--- src/sv/dmf_pkg.sv ---
// Package for the mark FIFO with near-duplicate suppression.
// Holds sizes, mark record, compare result type and codes; no dependencies.
package dmf_pkg;

    localparam int MAX_MARKS  = 512;
    localparam int MARK_TYPES = 8;

    localparam int SLOT_W    = (MAX_MARKS > 1) ? $clog2(MAX_MARKS) : 1;
    localparam int COUNT_W   = $clog2(MAX_MARKS + 1);
    localparam int TYPE_W    = (MARK_TYPES > 1) ? $clog2(MARK_TYPES) : 1;
    localparam int POS_W     = 24;
    localparam int RAD_W     = 16;
    localparam int LIM_W     = RAD_W - 2;
    localparam int IN_TYPE_W = 8;
    localparam int OUT_CNT_W = 10;

    localparam logic [1:0] OUTCOME_STORED  = 2'd0;
    localparam logic [1:0] OUTCOME_DROPPED = 2'd1;
    localparam logic [1:0] OUTCOME_EVICTED = 2'd2;
    localparam logic [1:0] OUTCOME_CLEARED = 2'd3;

    localparam logic KIND_ADD   = 1'b0;
    localparam logic KIND_CLEAR = 1'b1;

    localparam logic REG_DEDUP_ENABLE = 1'b0;

    typedef struct packed {
        logic [POS_W-1:0]  x;
        logic [POS_W-1:0]  y;
        logic [RAD_W-1:0]  radius;
        logic [TYPE_W-1:0] mtype;
    } mark_t;

    typedef struct packed {
        logic valid;
        logic hit;
    } cmp_t;

endpackage

--- src/sv/dmf_match.sv ---
// Near-duplicate compare unit, one stored mark per cycle, registered result.
// Depends on dmf_pkg.
module dmf_match
    import dmf_pkg::*;
(
    input  logic             aclk,
    input  logic             aresetn,
    input  mark_t            new_mark,
    input  logic [LIM_W-1:0] limit,
    input  mark_t            entry,
    input  logic             entry_valid,
    output cmp_t             result
);

    logic [POS_W:0] dx, dy, adx, ady;
    logic [RAD_W:0] dr, adr;
    logic           near;
    cmp_t           result_reg, result_next;

    always_comb begin
        dx  = {new_mark.x[POS_W-1], new_mark.x} - {entry.x[POS_W-1], entry.x};
        dy  = {new_mark.y[POS_W-1], new_mark.y} - {entry.y[POS_W-1], entry.y};
        dr  = {1'b0, new_mark.radius} - {1'b0, entry.radius};
        adx = dx[POS_W] ? (~dx + 1'b1) : dx;
        ady = dy[POS_W] ? (~dy + 1'b1) : dy;
        adr = dr[RAD_W] ? (~dr + 1'b1) : dr;
        near = (new_mark.mtype == entry.mtype)
            && (adx < (POS_W+1)'(limit))
            && (ady < (POS_W+1)'(limit))
            && (adr < (RAD_W+1)'(limit));
        result_next.valid = entry_valid;
        result_next.hit   = entry_valid & near;
    end

    always_ff @(posedge aclk) begin
        if (!aresetn) begin
            result_reg <= '0;
        end else begin
            result_reg <= result_next;
        end
    end

    assign result = result_reg;

endmodule

--- config.mk ---
export PLATFORM = sky130hd
export DESIGN_NAME = dmf_match
export DESIGN_NICKNAME = d
export VERILOG_FILES = /design/src/sv/dmf_pkg.sv /design/src/sv/dmf_match.sv
export SDC_FILE = /design/constraint.sdc
export NUM_CORES = 1
export LEC_CHECK = 0
export ABC_AREA = 1
export ABC_CLOCK_PERIOD_IN_PS = 11700
export BUFFER_PORTS_ARGS = -buffer_cell sky130_fd_sc_hd__buf_4
export CAP_MARGIN = 20
export CORE_ASPECT_RATIO = 0.9
export CORE_MARGIN = 1
export CORE_UTILIZATION = 31
export DETAILED_ROUTE_END_ITERATION = 12
export PLACE_DENSITY = 0.51
export RECOVER_POWER = 50
export SLEW_MARGIN = 25
export SYNTH_ARGS = -nofsm -noshare
export SYNTH_HDL_FRONTEND = slang
export SYNTH_SLANG_ARGS = --single-unit
--- constraint.sdc ---
create_clock -name aclk -period 11.7 [get_ports aclk]
set_input_delay 2.925 -clock aclk [delete_from_list [all_inputs] [get_ports aclk]]
set_output_delay 2.925 -clock aclk [all_outputs]
set_load 0.01 [all_outputs]
==> results.yml, run 1 <==
outcome:
  status: "completed"
timing:
  setup_violations: 0
  rsz0062_at_grt: "no"
  slew_viol_final: 0
  max-slew-margin-rel_pct: 71.49
  fin_crit_ns: 6.719
  worst_pin_slew_ns: 0.4271
  hold_viol_final: 0
  fmax_mhz: 148.8
  finalCritPeriodShare_pct: 57.42
  fin_tns_setup_ns: 0
clock_network:
  cts_tree: "done"
  cts.sinks: 2
  postCtsHoldBufs: 0
  path_clk_slew_ns: 0.03
  clk_path_buf_depth: 2
  htree_levels: 1
  cts_buffers: 3
  cts_resized: 0
  clockRootBuffer: "clkbuf_16"
  post_cts_buffers: 0
synthesis:
  synth-seq-cells: 2
  synth_cell_types: 40
  yosysWarnings: 0
  netlist_instances: 1556
  syn_nets: 1816
  synth.area.top_cells: "nand2_1 28%, ha_1 17%, inv_1 15%"
  yosysTopAreaCell: "nand2_1"
  synth.top_cell.area_share_pct: 28.10
  synth.cell_area_um2: 7761
  syn_avg_cell_area_um2: 4.988
  ys_seq_area_share_pct: 0.5159
power:
  power.leakage_nw: 5.848
  p_per_area_nw_per_um2: 69.01
  finalPower_uw: 645.6
  peakVddDrop_v: 0.00004278
global_route:
  grt_remaining_overflow: 0
  grt_pass1_wl_mm: 38.77
  grt_antenna_before_repair: 0
  grt_max_degree: 27
  grt_pass1_vias: 8453
  grt_usage_pct: 18.06
floorplan:
  row_count: 54
  fp.dieH_um: 152.1
  dieWidth_um: 168.8
  start_util_pct: 31.82
  fp.dieArea_um2: 25670
  coreArea_um2: 24390
  ios: 153
cells_and_area:
  fillers: 2839
  area_delta_synth_final_pct: 20.54
  multi_input_comb_area_um2: 6466
  nets: 1968
  seq_area_um2: 40.04
  n_antenna_cell: 0
  drive_gt1_share_pct: 11.96
  largest_reg_flops: 2
drt:
  routed_wirelength_mm: 23.48
  routed.top_layer: "met4"
  viasPerCell: 4.580
  ant_nets: 0
  drc: 0
  met2RoutedLength_mm: 9.937
  routed-wl-met3_mm: 1.141
  wl_met1_mm: 12.06
  wl_per_cell_um: 11.50
  drtPass1Iterations: 5
  drt_iter0_drc: 530
  vias: 9352
job:
  cap_violations: 0
critical_path:
  required_ns: 11.84
  critPathKind: "primary input to flop"
  startpoint: "new_mark[43]"
  endpoint_kind: "flop"
  crit_path_max_fanout: 24
  worstSetupEndpoint: "result[0]"
  startpoint_type: "primary input"
  arrival_ns: 6.86
min_path:
  min_path_type: "primary input to flop"
place:
  io_buffers: 152
  gp_congestion: 0.8668
  dp_hpwl_mm: 21.31
[logic make-up after synthesis]
kind of cell,synth area share (%)
AO/OA/AOI/OAI,8.077
XOR/XNOR,4.853
adder cells (fa/ha/maj),17.86
buffers and inverters,16.17
flip-flops,0.5159
AND/OR/NAND/NOR,52.52
[per-stage QoR]
| step | cells | area, µm² | hold WS [ns] | util, % | setup WS [ns] |
|---|---|---|---|---|---|
| after global placement | 2039 | 9284 | 3.206 | 38.06 | 4.724 |
| after CTS | 2042 | 9359 | 2.982 | 38.37 | 4.901 |
| after global routing | 2042 | 9355 | 2.972 | 38.36 | 4.567 |
| final | 2042 | 9355 | 2.963 | 38.36 | 4.981 |
| after floorplan | 1556 | 7761 | 3.031 | - | 5.471 |
| after detailed placement | 2039 | 9284 | 3.203 | 38.06 | 4.689 |
[layer usage]
metal	track usage [%]	up-vias
li1	-	5132
met1	25.83	3993
met2	29.91	206
met3	0.8075	21
met4	3.463	0
met5	0	-
[power breakdown]
group	total (mW)	internal, mW	switching, mW
clock	0.0507	0.0434	0.00722
combinational	0.588	0.223	0.365
sequential	0.00711	0.00706	0.0000465
total	0.646	0.273	0.372
[synthesized netlist by cell type, drive strengths merged]
cell     number
a211oi        2
a21boi        1
a21o          1
a21oi        78
a22o          1
a31oi         1
and2          3
and3          1
buf           4
clkbuf        1
dfxtp         2
fa            3
ha          106
inv         324
nand2       602
nand3       136
nand3b       14
nand4        30
nor2        158
nor3         13
o2111ai       2
o211ai        3
o21ai        23
o21bai        2
o22ai         1
o31ai         1
xnor2         9
xor2         34
[how the worst min path moves through the flow]
stage / from / endpoint / slack, ns / cells after the start
CTS: entry_valid / result[1] / 2.98 / 3
global route: aresetn / result[1] / 2.97 / 3
detailed placement: entry_valid / result[1] / 3.20 / 3
global placement: entry_valid / result[1] / 3.21 / 3
finish: aresetn / result[1] / 2.96 / 3
floorplan: entry_valid / result[1] / 3.03 / 2
[worst max-delay path: stages]
cell and delay (ns):
buf_4 0.08, inv_1 0.03, ha_1 0.21, fa_1 0.39, inv_1 0.14, nand3_1 0.13
nand2_1 0.13, nand2_1 0.08, nand2_1 0.11, nand3_1 0.11, nand4_1 0.13, nand2_2 0.14
inv_2 0.32, o21ai_0 0.19, xor2_1 0.20, inv_1 0.06, ha_1 0.18, nor3_1 0.32
nand2_1 0.09, a211oi_1 0.31, nand3_1 0.13, nor2_1 0.12, nand2_1 0.06, nor2_1 0.10
nand2_1 0.07, nor3_2 0.10
[cell usage in the layout (no fill, tap or decap), types with 5 or more instances in the layout]
cell type	instances
buf_4	150
nand3_2	8
nor3_1	11
inv_1	319
nand3_1	128
nor2_2	7
nand2_2	20
inv_2	5
nor2_1	148
o21ai_0	21
ha_1	106
xnor2_1	9
a21oi_1	76
xor2_1	34
nand2_1	581
nand3b_1	14
nand4_1	28
[final cells by class]
type	count	share of cell area [%]
clock buffers	3	0.8025
inverters	324	13.00
multi-input cells	1225	69.12
flip-flops and latches	2	0.4280
well taps	336	4.494
repair buffers	152	12.16
(Power assumes the default switching activity.)
==> run 2, diff against run 1 <==
--- a/config.mk
+++ b/config.mk
@@ -6,7 +6,7 @@
 export NUM_CORES = 1
 export LEC_CHECK = 0
 export ABC_AREA = 1
-export ABC_CLOCK_PERIOD_IN_PS = 11700
+export ABC_CLOCK_PERIOD_IN_PS = 6200
 export BUFFER_PORTS_ARGS = -buffer_cell sky130_fd_sc_hd__buf_4
 export CAP_MARGIN = 20
 export CORE_ASPECT_RATIO = 0.9
==> constraint.sdc (replaced) <==
create_clock -name aclk -period 6.2 [get_ports aclk]
set_input_delay 1.55 -clock aclk [delete_from_list [all_inputs] [get_ports aclk]]
set_output_delay 1.55 -clock aclk [all_outputs]
set_load 0.01 [all_outputs]
==> results.yml, run 2 (synthesis gave the netlist of run 1 again) <==
cells_and_area:
  area_delta_synth_final_pct: 20.54
  fin_area_um2: 9355
  instances_no_fill: 2042
  largest_reg_flops: 2
  drive_gt1_share_pct: 11.96
  final_cell_mix: "581 x nand2_1, 319 x inv_1, 150 x buf_4, 148 x nor2_1, 128 x nand3_1"
  nets: 1968
  n_antenna_cell: 0
  final_common_cell: "nand2_1"
  fillers: 2852
timing:
  rsz0062_at_grt: "no"
  worst_hold_slack_ns: 1.598
  hold_viol_final: 0
  slew_viol_final: 0
  worst_pin_slew_ns: 0.4211
  fmax_mhz: 186.6
  finalCritPeriodShare_pct: 86.42
  fin_crit_ns: 5.358
  max-slew-margin-rel_pct: 71.90
  setup_violations: 0
  fin_tns_setup_ns: 0
  layout_setup_ws_ns: 0.8418
critical_path:
  critPathKind: "primary input to flop"
  crit_path_max_fanout: 24
  required_ns: 6.34
  endpoint_kind: "flop"
  startpoint_type: "primary input"
  arrival_ns: 5.50
power:
  p_per_area_nw_per_um2: 130.3
  netSwitchingPower_uw: 704.0
  seqPwrFrac_pct: 1.1
  peakVddDrop_v: 0.00007827
  power_frac_comb_pct: 91.0
  pwr-share-clk_pct: 7.9
  p_sw_share_pct: 57.75
  power.leakage_nw: 5.848
  p_int_uw: 515.1
clock_network:
  cts.sinks: 2
  cts_resized: 0
  postCtsHoldBufs: 0
  path_clk_slew_ns: 0.03
  htree_levels: 1
  post_cts_buffers: 0
  clockRootBuffer: "clkbuf_16"
  clk_path_buf_depth: 2
  cts_tree: "done"
  cts_buffers: 3
place:
  pre_cts_ws_ns: 0.5568
  gp_congestion: 0.8669
  placed_cell_area_um2: 9284
  dp_hpwl_mm: 21.28
  dp.cells: 2039
  io_buffers: 152
global_route:
  grt_usage_pct: 18.19
  grt_max_degree: 27
  grt_antenna_before_repair: 0
  grt_pass1_vias: 8444
  grt_pass1_wl_mm: 39.03
  grt_remaining_overflow: 0
drt:
  viasPerCell: 4.532
  routed_wirelength_mm: 23.38
  drc: 0
  drt_iter0_drc: 436
  ant_nets: 0
  vias: 9255
  drtPass1Iterations: 5
  wl_per_cell_um: 11.45
min_path:
  min_path_type: "primary input to flop"
floorplan:
  fp.dieArea_um2: 25670
  ios: 153
  row_count: 54
  fp.dieH_um: 152.1
  start_util_pct: 31.82
  dieWidth_um: 168.8
  coreArea_um2: 24390
outcome:
  status: "completed"
job:
  cap_violations: 0
run 2: cell counts in the layout (fill, tap and decap cells not counted):
No cell type changed its count.
run 2: worst max-delay path, stage by stage:
cell	delay (ns)
buf_4	0.07
inv_1	0.03
ha_1	0.22
fa_1	0.39
inv_1	0.14
nand3_1	0.12
nand2_1	0.13
nand2_1	0.08
nand2_1	0.13
nand3_1	0.11
nand4_1	0.13
nand2_2	0.13
inv_2	0.33
o21ai_0	0.19
xor2_1	0.21
inv_1	0.06
ha_1	0.18
nor3_1	0.30
nand2_1	0.09
a211oi_1	0.33
nand3_1	0.14
nor2_1	0.12
nand2_1	0.06
nor2_1	0.09
nand2_1	0.07
nor3_2	0.10
run 2: power groups by stage:
stage,Clock (mW),Combinational (mW),Sequential [mW]
after CTS,0.0979,1.12,0.0134
after global routing,0.0989,1.29,0.0134
after detailed placement,0,1.11,0.0136
after global placement,0,1.10,0.0136
after floorplan,0,0.824,0.0138
final,0.0968,1.11,0.0134
run 2: worst paths after layout:
path,depth (start not counted),startpoint,slack [ns],endpoint
hold / removal,3,entry_valid,1.60,result[1]
setup / recovery,26,new_mark[43],0.84,result[0]
run 2: layout make-up:
type	instances	area [µm²]	area share (%)
inverters	324	1216	13.00
well taps	336	420.4	4.494
repair buffers	152	1137	12.16
multi-input cells	1225	6466	69.12
flip-flops and latches	2	40.04	0.4280
clock buffers	3	75.07	0.8025
run 2: metal layers:
layer	track usage, %	wire length, µm	up-vias
met1	26.35	12400	3910
met3	0.8075	879	19
li1	-	-	5137
met2	29.97	9833	189
met5	0	0	-
met4	2.944	267	0
run 2: per-stage QoR:
step	utilization, %	total power [mW]
4_1_cts	38.37	1.228
6_report	38.36	1.219
2_1_floorplan	-	0.8379
3_3_place_gp	38.06	1.112
5_1_grt	38.36	1.401
3_5_place_dp	38.06	1.125
==> run 3, diff against run 2 <==
--- a/config.mk
+++ b/config.mk
@@ -6,14 +6,14 @@
 export NUM_CORES = 1
 export LEC_CHECK = 0
 export ABC_AREA = 1
-export ABC_CLOCK_PERIOD_IN_PS = 6200
+export ABC_CLOCK_PERIOD_IN_PS = 6850
 export BUFFER_PORTS_ARGS = -buffer_cell sky130_fd_sc_hd__buf_4
 export CAP_MARGIN = 20
 export CORE_ASPECT_RATIO = 0.9
 export CORE_MARGIN = 1
-export CORE_UTILIZATION = 31
+export CORE_UTILIZATION = 55
 export DETAILED_ROUTE_END_ITERATION = 12
-export PLACE_DENSITY = 0.51
+export PLACE_DENSITY = 0.81
 export RECOVER_POWER = 50
 export SLEW_MARGIN = 25
 export SYNTH_ARGS = -nofsm -noshare
==> constraint.sdc (replaced) <==
create_clock -name aclk -period 6.85 [get_ports aclk]
set_input_delay 1.7125 -clock aclk [delete_from_list [all_inputs] [get_ports aclk]]
set_output_delay 1.7125 -clock aclk [all_outputs]
set_load 0.01 [all_outputs]
==> results.yml, run 3 (synthesis gave the netlist of run 1 again) <==
cells_and_area:
  seq_area_um2: 40.04
  final_common_cell: "nand2_1"
  multi_input_comb_area_um2: 6466
  fillers: 1359
  instances_no_fill: 1895
  drive_gt1_share_pct: 11.96
  n_antenna_cell: 0
  final_cell_mix: "581 x nand2_1, 319 x inv_1, 150 x buf_4, 148 x nor2_1, 128 x nand3_1"
  largest_reg_flops: 2
  nets: 1968
  fin_area_um2: 9171
  area_delta_synth_final_pct: 18.17
timing:
  slew_viol_final: 0
  fin_crit_ns: 5.460
  setup_violations: 0
  hold_viol_final: 0
  fmax_mhz: 183.1
  rsz0062_at_grt: "no"
  max-slew-margin-rel_pct: 70.16
  finalCritPeriodShare_pct: 79.71
  fin_tns_setup_ns: 0
  worst_pin_slew_ns: 0.4476
global_route:
  grt_antenna_before_repair: 0
  grt_pass1_vias: 8269
  grt_remaining_overflow: 0
  grt_max_degree: 27
  grt_pass1_wl_mm: 35.98
  grt_usage_pct: 29.57
drt:
  wl_per_cell_um: 11.37
  vias: 9612
  drc: 0
  drtPass1Iterations: 5
  ant_nets: 0
  drt_iter0_drc: 641
  routed_wirelength_mm: 21.54
  viasPerCell: 5.072
power:
  finalPower_mw: 1.102
  peakVddDrop_v: 0.00006905
  power.leakage_nw: 5.848
  p_per_area_nw_per_um2: 120.2
job:
  cap_violations: 0
floorplan:
  start_util_pct: 57.22
  dieWidth_um: 127.2
  fp.dieH_um: 114.7
  ios: 153
  coreArea_um2: 13560
  row_count: 40
  fp.dieArea_um2: 14590
place:
  dp_hpwl_mm: 19.23
  io_buffers: 152
  dp.cells: 1892
  placed_cell_area_um2: 9100
  gp_congestion: 0.9708
critical_path:
  crit_path_max_fanout: 24
  worstSetupEndpoint: "result[0]"
  arrival_ns: 5.61
  required_ns: 7.00
  startpoint: "new_mark[43]"
  startpoint_type: "primary input"
  endpoint_kind: "flop"
  critPathKind: "primary input to flop"
clock_network:
  postCtsHoldBufs: 0
  clk_path_buf_depth: 2
  cts_buffers: 3
  htree_levels: 1
  path_clk_slew_ns: 0.03
  clockRootBuffer: "clkbuf_16"
  cts_resized: 0
  cts_tree: "done"
  post_cts_buffers: 0
  cts.sinks: 2
outcome:
  status: "completed"
min_path:
  min_path_type: "primary input to flop"
  min-delay-start: "entry_valid"
run 3: cell counts in the layout (fill, tap and decap cells not counted):
No cell type changed its count.
run 3: worst max-delay path, cell delays in order:
cell	delay, ns
buf_4	0.08
inv_1	0.03
ha_1	0.21
fa_1	0.38
inv_1	0.13
nand3_1	0.12
nand2_1	0.14
nand2_1	0.08
nand2_1	0.10
nand3_1	0.10
nand4_1	0.13
nand2_2	0.13
inv_2	0.31
o21ai_0	0.18
xor2_1	0.16
inv_1	0.07
ha_1	0.18
nor3_1	0.29
nand2_1	0.09
a211oi_1	0.37
nand3_1	0.16
nor2_1	0.13
nand2_1	0.06
nor2_1	0.12
nand2_1	0.07
nor3_2	0.09
run 3: layout make-up:
type	count	share of cell area (%)
multi-input cells	1225	70.50
repair buffers	152	12.40
flip-flops and latches	2	0.4366
well taps	189	2.578
clock buffers	3	0.8186
inverters	324	13.26
run 3: power by group:
group	switching [mW]	total, mW	leakage, nW	internal [mW]
sequential	0.0000608	0.0121	0.0164	0.0121
clock	0.0139	0.0882	0.0370	0.0743
combinational	0.621	1.00	5.79	0.381
run 3: worst min-delay path by stage:
stage / end / slack [ns] / depth (start not counted)
after floorplan: result[1] / 1.82 / 2
after global placement: result[1] / 2.03 / 3
after detailed placement: result[1] / 2.02 / 3
after CTS: result[1] / 1.80 / 3
after global routing: result[1] / 1.80 / 3
final: result[1] / 1.80 / 3
run 3: routing by layer:
metal | routed length, µm | GRT usage, % | up-vias | share of wire, %
met5 | 0 | 0 | - | 0
met4 | 573 | 9.603 | 0 | 2.7
met3 | 1414 | 2.336 | 41 | 6.6
met2 | 9069 | 48.10 | 308 | 42
met1 | 10490 | 41.20 | 4122 | 49
li1 | - | - | 5141 | -
run 3: through the flow:
step | setup slack (ns) | util, % | hold WS (ns)
2_1_floorplan | 1.834 | - | 1.819
3_3_place_gp | 1.364 | 67.09 | 2.028
3_5_place_dp | 1.241 | 67.09 | 2.025
4_1_cts | 1.382 | 67.65 | 1.800
5_1_grt | 0.9839 | 67.62 | 1.801
6_report | 1.390 | 67.62 | 1.799
